===== src/hdl/atc_pkg.sv =====
// ============================================================================
// Tilt calculator package
// Shared widths, pipeline depths, register codes, constants and helpers.
// ============================================================================
package atc_pkg;

   localparam int G_FRAC_BITS     = 11;
   localparam int ANGLE_FRAC_BITS = 13;
   localparam int Q_FRAC_BITS     = 30;

   localparam int NUM_AXES = 3;

   // Calibration divider.
   localparam int DVD_W = 8 + G_FRAC_BITS + 1;
   localparam int DIV_W = 9;

   // Square root unit.
   localparam int SQ_W    = 32;
   localparam int RAD_SH  = 28;
   localparam int RAD_W   = SQ_W + RAD_SH;
   localparam int ROOT_W  = RAD_W / 2;
   localparam int SREM_W  = ROOT_W + 2;
   localparam int MAG_SH  = RAD_SH / 2;

   // Arctangent unit.
   localparam int CORDIC_STEPS = 30;
   localparam int CW           = 40;
   localparam int ZW           = 33;
   localparam int AW           = 35;
   localparam int ROLL_SH      = 20;
   localparam int PITCH_SH     = 14;

   // Pipeline depths.
   localparam int LANE_LAT    = DVD_W + 2;
   localparam int PIPE_LAT    = LANE_LAT + 2 + ROOT_W + 1 + CORDIC_STEPS + 1;
   localparam int G_DLY       = PIPE_LAT - LANE_LAT - 1;
   localparam int G_TAP_PREP  = 2 + ROOT_W - 1;
   localparam int G_TAP_OUT   = G_DLY - 1;
   localparam int M_DLY       = CORDIC_STEPS + 1;

   // Register codes.
   localparam logic [2:0] REG_ZERO_X = 3'd0;
   localparam logic [2:0] REG_ZERO_Y = 3'd1;
   localparam logic [2:0] REG_ZERO_Z = 3'd2;
   localparam logic [2:0] REG_ONE_X  = 3'd3;
   localparam logic [2:0] REG_ONE_Y  = 3'd4;
   localparam logic [2:0] REG_ONE_Z  = 3'd5;

   localparam logic [7:0] ZERO_RESET = 8'd128;
   localparam logic [7:0] ONE_RESET  = 8'd154;

   localparam logic signed [AW-1:0] PI_Q30      = 35'sd3373259426;
   localparam logic signed [AW-1:0] HALF_PI_Q30 = 35'sd1686629713;

   localparam logic [29:0] ATAN_TAB [0:CORDIC_STEPS-1] = '{
      30'd843314856, 30'd497837829, 30'd263043836, 30'd133525158, 30'd67021686,
      30'd33543515, 30'd16775850, 30'd8388437, 30'd4194282, 30'd2097149,
      30'd1048575, 30'd524287, 30'd262143, 30'd131071, 30'd65535, 30'd32767,
      30'd16383, 30'd8191, 30'd4095, 30'd2047, 30'd1023, 30'd511, 30'd255,
      30'd127, 30'd63, 30'd31, 30'd15, 30'd7, 30'd3, 30'd1
   };

   typedef struct packed {
      logic signed [15:0] gx;
      logic signed [15:0] gy;
      logic signed [15:0] gz;
      logic               err;
   } g_set_type;

   function automatic logic signed [15:0] angle_out(input logic signed [AW-1:0] q);
      logic signed [AW-1:0] t;
      logic signed [AW-1:0] s;
      t = q + (AW'(1) <<< (Q_FRAC_BITS - 1 - ANGLE_FRAC_BITS));
      s = t >>> (Q_FRAC_BITS - ANGLE_FRAC_BITS);
      if (s > AW'(32767)) begin
         return 16'sh7fff;
      end else if (s < -AW'(32768)) begin
         return 16'sh8000;
      end
      return s[15:0];
   endfunction

endpackage


===== src/hdl/atc_axis_lane.sv =====
// ============================================================================
// Axis calibration lane
// Computes (raw - zero) / (one - zero) in Q5.11 with a pipelined restoring
// divider, rounding halves away from zero and saturating to 16 bits.
// ============================================================================
module atc_axis_lane import atc_pkg::*; (
   input  logic               clock,
   input  logic               en,
   input  logic [7:0]         raw,
   input  logic [7:0]         zero,
   input  logic [7:0]         one,
   output logic signed [15:0] g,
   output logic               err
);

   logic signed [8:0] diff;
   logic signed [8:0] span;
   logic signed [8:0] adiff;
   logic signed [8:0] aspan;

   logic [DVD_W-1:0] dvd_ff [0:DVD_W];
   logic [DIV_W-1:0] rem_ff [0:DVD_W];
   logic [DVD_W-1:0] quo_ff [0:DVD_W];
   logic [DIV_W-1:0] div_ff [0:DVD_W];
   logic             neg_ff [0:DVD_W];
   logic             err_ff [0:DVD_W];

   logic signed [15:0] g_ff;
   logic signed [15:0] g_in;
   logic               gerr_ff;

   assign diff  = $signed({1'b0, raw}) - $signed({1'b0, zero});
   assign span  = $signed({1'b0, one}) - $signed({1'b0, zero});
   assign adiff = diff[8] ? -diff : diff;
   assign aspan = span[8] ? -span : span;

   always_ff @(posedge clock) begin
      if (en) begin
         dvd_ff[0] <= {adiff[7:0], {(G_FRAC_BITS + 1){1'b0}}} + DVD_W'(aspan[7:0]);
         rem_ff[0] <= '0;
         quo_ff[0] <= '0;
         div_ff[0] <= {aspan[7:0], 1'b0};
         neg_ff[0] <= diff[8] ^ span[8];
         err_ff[0] <= (span == 9'sd0);
      end
   end

   for (genvar k = 0; k < DVD_W; k++) begin : g_div
      logic [DIV_W:0] r;
      logic [DIV_W:0] d;
      logic           ge;
      assign r  = {rem_ff[k], dvd_ff[k][DVD_W-1]};
      assign d  = r - {1'b0, div_ff[k]};
      assign ge = (r >= {1'b0, div_ff[k]});
      always_ff @(posedge clock) begin
         if (en) begin
            rem_ff[k+1] <= ge ? d[DIV_W-1:0] : r[DIV_W-1:0];
            dvd_ff[k+1] <= {dvd_ff[k][DVD_W-2:0], 1'b0};
            quo_ff[k+1] <= {quo_ff[k][DVD_W-2:0], ge};
            div_ff[k+1] <= div_ff[k];
            neg_ff[k+1] <= neg_ff[k];
            err_ff[k+1] <= err_ff[k];
         end
      end
   end

   always_comb begin
      if (err_ff[DVD_W]) begin
         g_in = '0;
      end else if (neg_ff[DVD_W]) begin
         if (quo_ff[DVD_W] > DVD_W'(32768)) begin
            g_in = 16'sh8000;
         end else begin
            g_in = -$signed(quo_ff[DVD_W][15:0]);
         end
      end else if (quo_ff[DVD_W] > DVD_W'(32767)) begin
         g_in = 16'sh7fff;
      end else begin
         g_in = quo_ff[DVD_W][15:0];
      end
   end

   always_ff @(posedge clock) begin
      if (en) begin
         g_ff    <= g_in;
         gerr_ff <= err_ff[DVD_W];
      end
   end

   assign g   = g_ff;
   assign err = gerr_ff;

endmodule


===== config.mk =====
export PLATFORM = sky130hd
export DESIGN_NAME = atc_axis_lane
export DESIGN_NICKNAME = d
export VERILOG_FILES = /design/src/hdl/atc_pkg.sv /design/src/hdl/atc_axis_lane.sv
export SDC_FILE = /design/constraint.sdc
export NUM_CORES = 1
export LEC_CHECK = 0
export ABC_AREA = 0
export BUFFER_PORTS_ARGS = -buffer_cell sky130_fd_sc_hd__clkbuf_2
export CAP_MARGIN = 20
export CORE_MARGIN = 2
export CORE_UTILIZATION = 65
export CTS_BUF_LIST = sky130_fd_sc_hd__clkbuf_8
export DETAILED_ROUTE_END_ITERATION = 16
export HOLD_SLACK_MARGIN = 0.12
export PLACE_DENSITY_LB_ADDON = 0.15
export SLEW_MARGIN = 5
export SYNTH_ARGS = -nofsm -noshare
export SYNTH_HDL_FRONTEND = slang
export SYNTH_SLANG_ARGS = --single-unit

===== constraint.sdc =====
create_clock -name clock -period 2.7 [get_ports clock]
set_input_delay 0.27 -clock clock [delete_from_list [all_inputs] [get_ports clock]]
set_output_delay 0.27 -clock clock [all_outputs]
set_load 0.02 [all_outputs]

# Yosys cells after proc, flatten, opt, wreduce, memory -nomap -nowiden
# Memory sizes are Yosys's and may differ from the RTL's.
# Index checks and enable logic that the tools add are counted.
# word_totals
ff_bits,17
ramBits,1260
in_bits,26
output_inout_bits,17
word_cells,85
n_memories,6
# mem_list
memory,depth,word_bits,read_ports,rd_clocked_by_memory_dff,wr,line_no,text
dvd_ff,21,20,20,0,21,atc_axis_lane.sv:21,logic [DVD_W-1:0] dvd_ff [0:DVD_W];
quo_ff,21,20,21,0,21,atc_axis_lane.sv:23,logic [DVD_W-1:0] quo_ff [0:DVD_W];
div_ff,21,9,20,0,21,atc_axis_lane.sv:24,logic [DIV_W-1:0] div_ff [0:DVD_W];
rem_ff,21,9,20,0,21,atc_axis_lane.sv:22,logic [DIV_W-1:0] rem_ff [0:DVD_W];
err_ff,21,1,21,0,21,atc_axis_lane.sv:26,logic err_ff [0:DVD_W];
neg_ff,21,1,21,0,21,atc_axis_lane.sv:25,logic neg_ff [0:DVD_W];
# classes
n_addsub,26
order_cmp,22
mux,27
bitwise,1
n_reduce_logical,1
# ops
operator,n
$ge 10x9->1,20
$mux 9,20
$sub 9x9->9,20
$mux 16,3
$add 20x8->20,1
$gt 20x15->1 const B,1
$gt 20x16->1 const B,1
$sub 8x8->9,2
$mux 8,2
$neg 16->16,1
$neg 8->8,2
$logic_not 9->1,1
$mux 1,2
$xor 1x1->1,1

# Longest topological paths before layout
# depth
depth_word,4
mapped_depth,11

# Least setup slack after synthesis
# OpenSTA, ideal clock, no wires.
# synth_timing
path_type,in2reg
startpoint,input one[0]
endpoint,"memory div_ff[0][8], data pin"
setup_time_ns,0.265
arrival_time_ns,2.069
path_slack_ns,0.366
stages,11
path_buffers,1
cell_sequence,inv_1 ha_1 inv_1 fa_1 a211oi_1 o21ai_0 a21o_1 a21o_1 clkbuf_1 a41oi_1 xor2_1
# synth_rtl
item,line_no,text
start: declaration,atc_axis_lane.sv:11,"input logic [7:0] one,"
end: declaration,atc_axis_lane.sv:24,

==> key figures <==
Status
  • Status: finished, final reports clean

Floorplanning
  • Std-Cell Rows: 76
  • Core area: about 0.043 mm²
  • DIE WIDTH: 212 µm
  • Starting Density: 0.654
  • Total die area: approximately 0.045 mm²
  • Num ports: 43
  • Die Ht: between 200 and 250 µm

Worst setup path
  • Worst EP arrival: 2.93 ns
  • Crit end category: register
  • R2r worst-path depth: 8
  • FF-to-FF setup slack: 0.16 ns
  • Slowest CP cell: edfxtp_1
  • Required time of the critical path: approximately 3.1 ns
  • Setup Crit Path Kind: register to register
  • Max stage delay on crit path: roughly 0.43 ns
  • Cell chain of the critical path: inv_1 -> ha_1 -> nor2b_1 -> o21ai_0 -> a21oi_1 -> o31ai_1 -> nand2_2 -> mux2_2
  • Worst Path Max Fanout: 8
  • Critical path launch point type: register
  • R2r endpoint: rem_ff[4][24]$_DFFE_PP_
  • Worst r2r src: div_ff[8][11]$_DFFE_PP_

STA
  • Minimum clock period: between 2 and 3 ns
  • Final slew viol count: 0
  • Relative slew slack: 0.579
  • TNS Setup: 0 ns
  • # setup viols final: 0
  • Post-route clock period utilization: 0.940
  • Clk_skew: 0.0288 ns
  • Fin. Hold Viols: 0
  • WHS: roughly 0.20 ns
  • Worst-margin pin slew: around 0.63 ns
  • Achievable Freq: roughly 400 MHz

Global routing
  • Tot GR Track Use: 0.207
  • Gr ovfl total: 0
  • Initial antenna violation count: 0
  • First-pass GRT wire length: ~73000 µm
  • Pin count of the biggest net entering global routing: 99
  • Number of global-route vias before repair: around 15000

Clock tree
  • Clk sinks: ~630
  • H-tree depth: 3
  • Clk_lat worst skew: approximately 0.67 ns
  • # Post-CTS Setup Buffers: 0
  • Clk pin slew, worst setup/hold paths: ~0.060 ns
  • CTS Buf Count: 97
  • TritonCTS clock tree: yes
  • Clk root buf: clkbuf_8
  • Clk buf depth: 3

Cells and area
  • # diodes: 0
  • Most frequent cells in the layout: 625 x edfxtp_1, 262 x inv_1, 170 x ha_1
  • Area Growth Syn to Fin: 10.4%
  • Nets@finish: 2271
  • Fill cell count: between 2000 and 3000
  • Layout cells sized above 1: 0.135
  • Commonest non-fill, non-tap cell in the layout: edfxtp_1

Placed design
  • DPL Wire Length: roughly 31000 µm
  • Port Buffer Count: 42
  • Gp weighted congestion: ~0.89

Hold path
  • Hold EP: dvd_ff[0][19]$_DFFE_PP_
  • Hold Crit Depth: 4
  • Tightest Hold Check Type: primary input to register
  • Hold Path Origin: raw[7]

Logic synthesis
  • Asr flop ratio synth: 0
  • Post-synthesis sequential area ratio: 0.670
  • Synth area leaders: edfxtp_1 67%, ha_1 7.6%, mux2_2 3.7%
  • Dominant synthesized flop cell: edfxtp_1
  • Mapped Cells: about 1900
  • Number of synthesized register bits: roughly 630
  • Synth top area share: 0.670
  • Netlist cell types: 54
  • Post-synth EDFFs: 625
  • Largest area contributor in the netlist: edfxtp_1
  • Synthesized cell area: between 0.02 and 0.03 mm²
  • Mean area per synthesized cell: between 10 and 15 µm²
  • Yosys Warn Count: 0

Drt
  • Drt first pass iters: 5
  • DR vias/cell: roughly 5.6
  • Via Count: between 15000 and 20000
  • Drt drc: 0
  • Iteration-0 DRC Markers: between 1000 and 1500
  • Final ANT Viol Nets: 0
  • Routed WL: 44900 µm
  • WL/cell: ~17 µm

Pwr
  • Peak VDD IR: roughly 0.63 mV
  • Leakage power: about 0.012 µW
  • Pwr dens: between 900 and 1000 mW/mm²

Run
  • Max Cap Violations: 0
-- report_power, final --
| group | total (µW) | switching [µW] | internal [µW] |
|---|---|---|---|
| Clock | 7010 | 3450 | 3560 |
| Combinational | 8330 | 4270 | 4060 |
| Sequential | 13900 | 852 | 13100 |
-- cell usage after synthesis, types with 20 or more instances --
| cell | number |
|---|---|
| nor2b_1 | 39 |
| xnor2_1 | 65 |
| a31oi_1 | 32 |
| a21oi_1 | 81 |
| inv_1 | 222 |
| nor3_1 | 36 |
| xor2_1 | 50 |
| nand2b_1 | 22 |
| ha_1 | 170 |
| o31ai_1 | 25 |
| fa_1 | 20 |
| nand4_1 | 29 |
| a21o_1 | 26 |
| mux2_2 | 92 |
| edfxtp_1 | 625 |
| mux2i_1 | 37 |
| nor2_1 | 75 |
| o21ai_0 | 73 |
| nand2_1 | 66 |
-- per-layer routing --
metal	track usage	wire length, µm
met1	0.259	19300
met2	0.354	22300
met3	0.0389	1920
met4	0.0940	1480
met5	0	0
-- final cells by class --
class,count,area [µm²],area share
timing repair buffer,69,551,0.0178
clock inverter,70,354,0.0115
tap,546,683,0.0221
multi-input combinational,1040,8380,0.271
inverter,222,833,0.0270
sequential,625,18800,0.607
clock buffer,98,1350,0.0436
-- cell families after synthesis --
kind of cell	count (synthesis)	share of synthesized area
multiplexers	129	0.0502
AND/OR/NAND/NOR	317	0.0587
flip-flops	625	0.670
AO/OA/AOI/OAI	285	0.0626
buffers and inverters	236	0.0319
XOR/XNOR	115	0.0360
adder cells (fa/ha/maj)	190	0.0903
other	1	0.000134
-- timing repair --
| action | 4_1_cts | 5_1_grt |
|---|---|---|
| setup endpoints to repair | 0 | 20 |
| hold endpoints to repair | 32 | 0 |
| hold buffers | 6 | 0 |
| gates resized for setup | 0 | 5 |
-- how the worst max path moves through the flow --
stage | from | end | cells past startpoint
after floorplan | one[0] | div_ff[0][8]$_DFFE_PP_ | 11
after global placement | one[0] | div_ff[0][8]$_DFFE_PP_ | 11
after detailed placement | div_ff[5][2]$_DFFE_PP_ | rem_ff[2][32]$_DFFE_PP_ | 8
after CTS | div_ff[5][2]$_DFFE_PP_ | rem_ff[2][32]$_DFFE_PP_ | 8
after global routing | div_ff[8][11]$_DFFE_PP_ | rem_ff[4][24]$_DFFE_PP_ | 8
final | div_ff[8][11]$_DFFE_PP_ | rem_ff[4][24]$_DFFE_PP_ | 8
-- metrics by stage --
stage	util	instances	setup WS, ns	total power [µW]	instance area [µm²]
2_1_floorplan	-	1901	0.366	20300	28000
3_3_place_gp	0.681	2496	0.223	22000	29100
3_5_place_dp	0.681	2496	0.156	22300	29100
4_1_cts	0.722	2670	0.148	29500	30900
5_1_grt	0.722	2670	-0.0292	31100	30900
6_report	0.722	2670	0.161	29300	30900
-- state kept, by name (all words and copies together) (netlist names) --
| signal | count |
|---|---|
| quo_ff | 210 |
| rem_ff | 167 |
| div_ff | 122 |
| dvd_ff | 67 |
| err_ff | 21 |
| neg_ff | 21 |
| g | 16 |
| err | 1 |
-- critical path: cells and delay by family, from the launching register on --
family / cells / cell delay (ns)
AO/OA/AOI/OAI: 3 / 0.82
flip-flops: 1 / 0.43
AND/OR/NAND/NOR: 2 / 0.39
multiplexers: 1 / 0.33
adder cells (fa/ha/maj): 1 / 0.23
buffers and inverters: 1 / 0.09
Note: power is estimated with default switching activity, not from simulation.
