===== src/hdl/atc_pkg.sv =====
// ============================================================================
// Tilt calculator package
// Shared widths, pipeline depths, register codes, constants and helpers.
// ============================================================================
package atc_pkg;

   localparam int G_FRAC_BITS     = 11;
   localparam int ANGLE_FRAC_BITS = 13;
   localparam int Q_FRAC_BITS     = 30;

   localparam int NUM_AXES = 3;

   // Calibration divider.
   localparam int DVD_W = 8 + G_FRAC_BITS + 1;
   localparam int DIV_W = 9;

   // Square root unit.
   localparam int SQ_W    = 32;
   localparam int RAD_SH  = 28;
   localparam int RAD_W   = SQ_W + RAD_SH;
   localparam int ROOT_W  = RAD_W / 2;
   localparam int SREM_W  = ROOT_W + 2;
   localparam int MAG_SH  = RAD_SH / 2;

   // Arctangent unit.
   localparam int CORDIC_STEPS = 30;
   localparam int CW           = 40;
   localparam int ZW           = 33;
   localparam int AW           = 35;
   localparam int ROLL_SH      = 20;
   localparam int PITCH_SH     = 14;

   // Pipeline depths.
   localparam int LANE_LAT    = DVD_W + 2;
   localparam int PIPE_LAT    = LANE_LAT + 2 + ROOT_W + 1 + CORDIC_STEPS + 1;
   localparam int G_DLY       = PIPE_LAT - LANE_LAT - 1;
   localparam int G_TAP_PREP  = 2 + ROOT_W - 1;
   localparam int G_TAP_OUT   = G_DLY - 1;
   localparam int M_DLY       = CORDIC_STEPS + 1;

   // Register codes.
   localparam logic [2:0] REG_ZERO_X = 3'd0;
   localparam logic [2:0] REG_ZERO_Y = 3'd1;
   localparam logic [2:0] REG_ZERO_Z = 3'd2;
   localparam logic [2:0] REG_ONE_X  = 3'd3;
   localparam logic [2:0] REG_ONE_Y  = 3'd4;
   localparam logic [2:0] REG_ONE_Z  = 3'd5;

   localparam logic [7:0] ZERO_RESET = 8'd128;
   localparam logic [7:0] ONE_RESET  = 8'd154;

   localparam logic signed [AW-1:0] PI_Q30      = 35'sd3373259426;
   localparam logic signed [AW-1:0] HALF_PI_Q30 = 35'sd1686629713;

   localparam logic [29:0] ATAN_TAB [0:CORDIC_STEPS-1] = '{
      30'd843314856, 30'd497837829, 30'd263043836, 30'd133525158, 30'd67021686,
      30'd33543515, 30'd16775850, 30'd8388437, 30'd4194282, 30'd2097149,
      30'd1048575, 30'd524287, 30'd262143, 30'd131071, 30'd65535, 30'd32767,
      30'd16383, 30'd8191, 30'd4095, 30'd2047, 30'd1023, 30'd511, 30'd255,
      30'd127, 30'd63, 30'd31, 30'd15, 30'd7, 30'd3, 30'd1
   };

   typedef struct packed {
      logic signed [15:0] gx;
      logic signed [15:0] gy;
      logic signed [15:0] gz;
      logic               err;
   } g_set_type;

   function automatic logic signed [15:0] angle_out(input logic signed [AW-1:0] q);
      logic signed [AW-1:0] t;
      logic signed [AW-1:0] s;
      t = q + (AW'(1) <<< (Q_FRAC_BITS - 1 - ANGLE_FRAC_BITS));
      s = t >>> (Q_FRAC_BITS - ANGLE_FRAC_BITS);
      if (s > AW'(32767)) begin
         return 16'sh7fff;
      end else if (s < -AW'(32768)) begin
         return 16'sh8000;
      end
      return s[15:0];
   endfunction

endpackage


===== src/hdl/atc_isqrt.sv =====
// ============================================================================
// Pipelined integer square root
// Digit-by-digit square root, one result bit per stage, floor result.
// ============================================================================
module atc_isqrt import atc_pkg::*; (
   input  logic              clock,
   input  logic              en,
   input  logic [RAD_W-1:0]  rad,
   output logic [ROOT_W-1:0] root
);

   logic [RAD_W-1:0]  rad_ff  [0:ROOT_W];
   logic [SREM_W-3:0] rem_ff  [0:ROOT_W];
   logic [ROOT_W-1:0] root_ff [0:ROOT_W];

   assign rad_ff[0]  = rad;
   assign rem_ff[0]  = '0;
   assign root_ff[0] = '0;

   for (genvar k = 0; k < ROOT_W; k++) begin : g_stage
      logic [SREM_W-1:0] rs;
      logic [SREM_W-1:0] trial;
      logic [SREM_W-1:0] d;
      logic              ge;
      assign rs    = {rem_ff[k], rad_ff[k][RAD_W-1 -: 2]};
      assign trial = {root_ff[k], 2'b01};
      assign d     = rs - trial;
      assign ge    = (rs >= trial);
      always_ff @(posedge clock) begin
         if (en) begin
            rem_ff[k+1]  <= ge ? d[SREM_W-3:0] : rs[SREM_W-3:0];
            root_ff[k+1] <= {root_ff[k][ROOT_W-2:0], ge};
            rad_ff[k+1]  <= {rad_ff[k][RAD_W-3:0], 2'b00};
         end
      end
   end

   assign root = root_ff[ROOT_W];

endmodule


===== config.mk =====
export PLATFORM = sky130hd
export DESIGN_NAME = atc_isqrt
export DESIGN_NICKNAME = d
export VERILOG_FILES = /design/src/hdl/atc_pkg.sv /design/src/hdl/atc_isqrt.sv
export SDC_FILE = /design/constraint.sdc
export NUM_CORES = 2
export LEC_CHECK = 0
export ABC_CLOCK_PERIOD_IN_PS = 2900
export BUFFER_PORTS_ARGS = -buffer_cell sky130_fd_sc_hd__buf_2
export CAP_MARGIN = 5
export CORE_MARGIN = 2
export CORE_UTILIZATION = 50
export CTS_BUF_LIST = sky130_fd_sc_hd__clkbuf_4 sky130_fd_sc_hd__clkbuf_8 sky130_fd_sc_hd__clkbuf_16
export DETAILED_ROUTE_END_ITERATION = 8
export PLACE_DENSITY = 0.68
export SLEW_MARGIN = 5
export SYNTH_ARGS = -nofsm -noshare
export SYNTH_HDL_FRONTEND = slang
export SYNTH_SLANG_ARGS = --single-unit

===== constraint.sdc =====
create_clock -name clock -period 2.9 [get_ports clock]
set_input_delay 0.435 -clock clock [delete_from_list [all_inputs] [get_ports clock]]
set_output_delay 0.435 -clock clock [all_outputs]
set_load 0.005 [all_outputs]

Word level (Yosys, flattened, before mapping):

Index checks and enable logic that the tools add are counted.

* register bits after elaboration: 2178
* input port bits: 62
* output and inout bits: 30
* word-level logic and storage cells: 177

* add/sub/neg operators: 29
* order comparisons: 30
* muxes and demuxes: 29

Operators by type and width (count)
* $mux W30: 28
* $ge A32 B10 Y1: 1
* $ge A32 B11 Y1: 1
* $ge A32 B12 Y1: 1
* $ge A32 B13 Y1: 1
* $ge A32 B14 Y1: 1
* $ge A32 B15 Y1: 1
* $ge A32 B16 Y1: 1
* $ge A32 B17 Y1: 1
* $ge A32 B18 Y1: 1
* $ge A32 B19 Y1: 1
* $ge A32 B20 Y1: 1
* $ge A32 B21 Y1: 1
* $ge A32 B22 Y1: 1
* $ge A32 B23 Y1: 1
* $ge A32 B24 Y1: 1
* $ge A32 B25 Y1: 1
* $ge A32 B26 Y1: 1
* $ge A32 B27 Y1: 1
* $ge A32 B28 Y1: 1
* $ge A32 B29 Y1: 1
* $ge A32 B3 Y1: 1
* $ge A32 B30 Y1: 1
* $ge A32 B31 Y1: 1
* other kinds (37): 37

Logic depth before layout (Yosys ltp):

* depth after elaboration: 2
* mapped depth: 14
* depth with buffers taken out: 12

Worst setup path before layout:

No wires, ideal clock.

* kind: reg2reg
* start point: reg rem_ff (netlist bit g_stage[27].rs[7])
* end point: reg rem_ff (netlist bit g_stage[28].rs[31]), data pin
* setup time: 0.259 ns
* data arrival time: 2.990 ns
* required time: 2.641 ns
* slack: -0.349 ns
* cell stages (with the launch flop): 11
* buffers on the path: 0
* period minus slack after synthesis: 3.249 ns
* cell sequence: edfxtp_1 -> ha_1 -> a2111oi_0 -> a211oi_1 -> o2111ai_1 -> a31oi_1 -> a211o_1 -> a31oi_1 -> clkinv_1 -> o311a_1 -> a211o_1

* longest elaborated chain between the ends: 2
* elaborated cells on any way between the ends: 3
* classes of those cells: add/sub: 1; order compare: 1; mux: 1

Ends and longest elaborated chain
* from (decl): line atc_isqrt.sv:13 `logic [SREM_W-3:0] rem_ff [0:ROOT_W];`
* from (signal, indexed assignment): line atc_isqrt.sv:31 `rem_ff[k+1] <= ge ? d[SREM_W-3:0] : rs[SREM_W-3:0];`
* $ge A32 B29 Y1: line atc_isqrt.sv:28 `assign ge = (rs >= trial);`
* net g_stage[27].ge: line atc_isqrt.sv:24 `logic ge;`
* $mux W30: line atc_isqrt.sv:31

The timed path passes the listed nets, and every way through them passes these cells.
A chain may end at the register's enable or synchronous reset.

Final worst setup path:

* start point: reg rem_ff (netlist bit g_stage[14].rs[18])
* end point: reg rem_ff (netlist bit g_stage[15].rs[27]), data pin

* longest elaborated chain between the ends: 2
* elaborated cells on any way between the ends: 3
* classes of those cells: add/sub: 1; order compare: 1; mux: 1

Ends and longest elaborated chain (line)
* $sub A30 B16 Y30 / $ge A32 B16 Y1 (equally long branches): atc_isqrt.sv:27, atc_isqrt.sv:28
* $mux W30 (*): atc_isqrt.sv:31

Every way passes the cells marked *; elsewhere a longest branch is shown, timed or not.

==> flow_summary_export.csv <==
group,metric,value,unit
run_status,status,"finished, violations left",
run_status,violations,"negative setup slack",
cells_and_area,fin_nets,10200,
setup_path,crit_type,"reg2reg",
sta,fmax,320,MHz
setup_path,critPathMaxFanout,3,
global_routing,grtUsageTotal,21.1,%
setup_path,reg2reg_slack,-0.22,ns
hold_path,min_path_type,"in2reg",
place,place_inst,11700,
cts,htree_levels,4,
place,dp_hpwl,154000,um
detailed_routing,drtIter0Drc,5090,
global_routing,antenna_found_initial,1,
synthesis,synthArstFlopShare,0,%
detailed_routing,wire_per_inst,18.1,um
synthesis,avgSynthCellArea,13.0,um^2
setup_path,r2r-start,"g_stage[14].rs[18]$_DFFE_PP_",
global_routing,overflow,0,
detailed_routing,drc,0,
cts,clk_pin_slew,0.06,ns
setup_path,start_kind,"register",
sta,period_minus_slack,3.12,ns
synthesis,synth.net_count,8315,
die,die_h,453,um
synthesis,ys_ff_latch,2163,
detailed_routing,dr_total_vias,67200,
sta,worstMarginPinSlew,0.795,ns
sta,setup_violations,189,
sta,maxSlewHeadroom,46.5,%
detailed_routing,antenna_left,0,
global_routing,grt_pass1_wl,348000,um
sta,hold_viol_final,0,
detailed_routing,routed_via_density,5.40,
synthesis,ys.flop_type,"edfxtp_1",
sta,slew_violations,0,
synthesis,synth-edff-count,2163,
sta,rsz0062_at_grt,"yes",
sta,worst_slack,-0.220,ns
pwr,peakVddDrop,0.000695,V
synthesis,synth_area,101000,um^2
cts,clkSinkCount,2163,
die,core,200000,um^2
pwr,powerDensity,748,nW/um^2
cts,cts_inserted_buffers,221,
die,start_util,50.4,%
die,die_w,453,um
sta,fin_skew,0.0544,ns
cts,cts_root_buffer,"clkbuf_16",
cts,worstSkewPairLatency,0.87,ns
setup_path,required,3.51,ns
setup_path,regToRegEndpoint,"g_stage[15].rs[27]$_DFFE_PP_",
cells_and_area,drive_gt1_share,29.6,%
cts,cts_tree,"built",
die,dieArea,205000,um^2
place,port_buffers,91,
synthesis,synth-seq-area-share,64.5,%
cells_and_area,fin_util,65.3,%
detailed_routing,firstDrtPassIters,6,
global_routing,grt_max_degree,120,
synthesis,synth.distinct_cells,78,
setup_path,arrival,3.73,ns
synthesis,syn-instance-count,7756,
run,cap_violations,0,
detailed_routing,drt_wl_total,225000,um
hold_path,worstHoldStart,"rad[53]",
cells_and_area,stdcell_count,12400,
die,rows,164,
cells_and_area,nFillCells,14300,
pwr,p_leak,51.9,nW
setup_path,rr_worst_depth,10,
place,postPlaceCellArea,115000,um^2
sta,final.period_utilization,108,%
synthesis,yosys_warnings,0,
cells_and_area,areaGrowthSynthToFinish,29.6,%
hold_path,hold_end,"rad_ff[1795]$_DFFE_PP_",
cts,clockBufferDepth,3,
setup_path,end_kind,"register",
hold_path,worstHoldPathCells,2,
global_routing,grt_pass1_vias,66500,
cells_and_area,postLayoutCellArea,130000,um^2
place,place_congestion,0.933,
die,top_level_ports,92,
worst max path at each step:
stage	startpoint	endpoint	slack, ns	depth (start not counted)
2_1_floorplan	g_stage[2].rs[4]$_DFFE_PP_	g_stage[3].rs[29]$_DFFE_PP_	-0.21	9
3_3_place_gp	g_stage[21].rs[17]$_DFFE_PP_	g_stage[22].rs[24]$_DFFE_PP_	-0.46	13
3_5_place_dp	g_stage[21].rs[17]$_DFFE_PP_	g_stage[22].rs[24]$_DFFE_PP_	-0.52	14
4_1_cts	g_stage[28].rs[17]$_DFFE_PP_	g_stage[29].rs[19]$_DFFE_PP_	-0.14	12
5_1_grt	g_stage[26].trial[9]$_DFFE_PP_	g_stage[27].rs[11]$_DFFE_PP_	-0.36	12
6_report	g_stage[14].rs[18]$_DFFE_PP_	g_stage[15].rs[27]$_DFFE_PP_	-0.22	10
state kept, by name, indices dropped and copies added (netlist names):
register and flops:
root 30, g_stage.trial 435, rad_ff 812, g_stage.rs 886
power by group:
group	internal (mW)	switching, mW
sequential	39.6	2.62
clock	17.2	12.1
combinational	13.0	13.2
total	69.8	27.9
stage by stage:
| step | setup slack [ns] | hold slack, ns | setup TNS [ns] | power (mW) |
|---|---|---|---|---|
| floorplan | -0.214 | 0.400 | -0.694 | 55.5 |
| global placement | -0.456 | 0.400 | -62.62 | 64.4 |
| detailed placement | -0.518 | 0.405 | -78.77 | 64.9 |
| CTS | -0.141 | 0.211 | -6.82 | 95.9 |
| global route | -0.357 | 0.235 | -42.81 | 102 |
| finish | -0.220 | 0.284 | -14.64 | 97.7 |
layout by cell type, fill, tap and decap left out, types with 238 or more instances in the layout:
cell type     n
edfxtp_1   2163
buf_4      1466
inv_1       598
nand2_1     429
ha_1        411
nor2_1      410
a21oi_1     407
xor2_1      347
xnor2_1     326
o21ai_0     266
clkbuf_16   238
synthesized netlist by cell type (8+ instances only):
| cell type | n | area, um^2 |
|---|---|---|
| mux2i_1 | 16 | 160 |
| or2_2 | 41 | 257 |
| nor3b_1 | 18 | 135 |
| a2111o_1 | 8 | 90.1 |
| o2111ai_1 | 12 | 105 |
| a21o_1 | 230 | 1730 |
| buf_1 | 10 | 37.5 |
| nor4_1 | 97 | 607 |
| nand3b_1 | 31 | 233 |
| o31ai_1 | 51 | 383 |
| o21bai_1 | 35 | 263 |
| ha_1 | 497 | 6220 |
| or3_1 | 78 | 488 |
| mux2_2 | 67 | 754 |
| nor3_1 | 208 | 1040 |
| a31o_2 | 13 | 114 |
| a21boi_0 | 18 | 135 |
| and2_1 | 23 | 144 |
| nand2_1 | 477 | 1790 |
| a211o_1 | 20 | 175 |
| a2111oi_0 | 21 | 184 |
| a211oi_1 | 49 | 368 |
| a21oi_1 | 485 | 2430 |
| nor2b_1 | 76 | 475 |
| o211ai_1 | 26 | 195 |
| nor2_1 | 450 | 1690 |
| and4_1 | 12 | 105 |
| o21ai_0 | 416 | 2080 |
| inv_1 | 636 | 2390 |
| and3_1 | 50 | 313 |
| clkbuf_1 | 136 | 510 |
| nand2b_1 | 89 | 557 |
| xor2_1 | 347 | 3040 |
| a31oi_1 | 45 | 282 |
| nor4b_1 | 14 | 123 |
| o21a_1 | 74 | 556 |
| xnor2_1 | 329 | 2880 |
| nand4_1 | 100 | 626 |
| a311oi_1 | 8 | 70.1 |
| edfxtp_1 | 2163 | 65000 |
| nand4b_1 | 11 | 96.3 |
| or4_1 | 51 | 383 |
| nand3_1 | 112 | 561 |
worst max-delay path: stages, from the launching register on:
cell and delay, ns:
edfxtp_1 0.42, or4_4 0.56, or4_4 0.46, a311oi_2 0.22, nand2_1 0.10, a2111o_1 0.39, nand4b_1 0.23, or2_4 0.19
buf_6 0.10, nor2_2 0.03, xor2_1 0.14
cells by family after synthesis:
logic type	count (synthesis)	share of synthesized area (%)
compound gates	1595	9.85
xor+xnor	676	5.88
fa+ha+maj	497	6.18
buf+inv	786	2.93
flops	2163	64.5
mux	83	0.908
other cells	1	0.00372
simple gates	1955	9.73
routing by layer:
| metal | routed length, um | vias to the layer above | GRT usage, % |
|---|---|---|---|
| met5 | 0 | - | 0 |
| met4 | 6880 | 0 | 6.89 |
| met3 | 9280 | 455 | 2.68 |
| met2 | 112000 | 1531 | 36.0 |
| met1 | 97200 | 32700 | 28.0 |
| li1 | - | 32500 | - |
final cells by class:
type	count	area [um^2]	share of cell area (%)
antenna	3	7.51	0.00575
clock buffer	267	5930	4.54
inverter	639	2410	1.85
multi-input combinational	4807	37700	28.9
sequential	2163	65000	49.8
clock inverter	141	1650	1.26
timing repair buffer	1760	14600	11.2
tap	2656	3320	2.55
timing repair:
item	4_1_cts	5_1_grt
gates resized for setup	497	603
pin swaps	202	279
cloned	9	17
endpoints found under the setup margin	536	657
setup buffers	117	144
hold buffers	62	0
hold endpoints to repair	98	0
No activity file was read; power rests on OpenSTA's default activity.
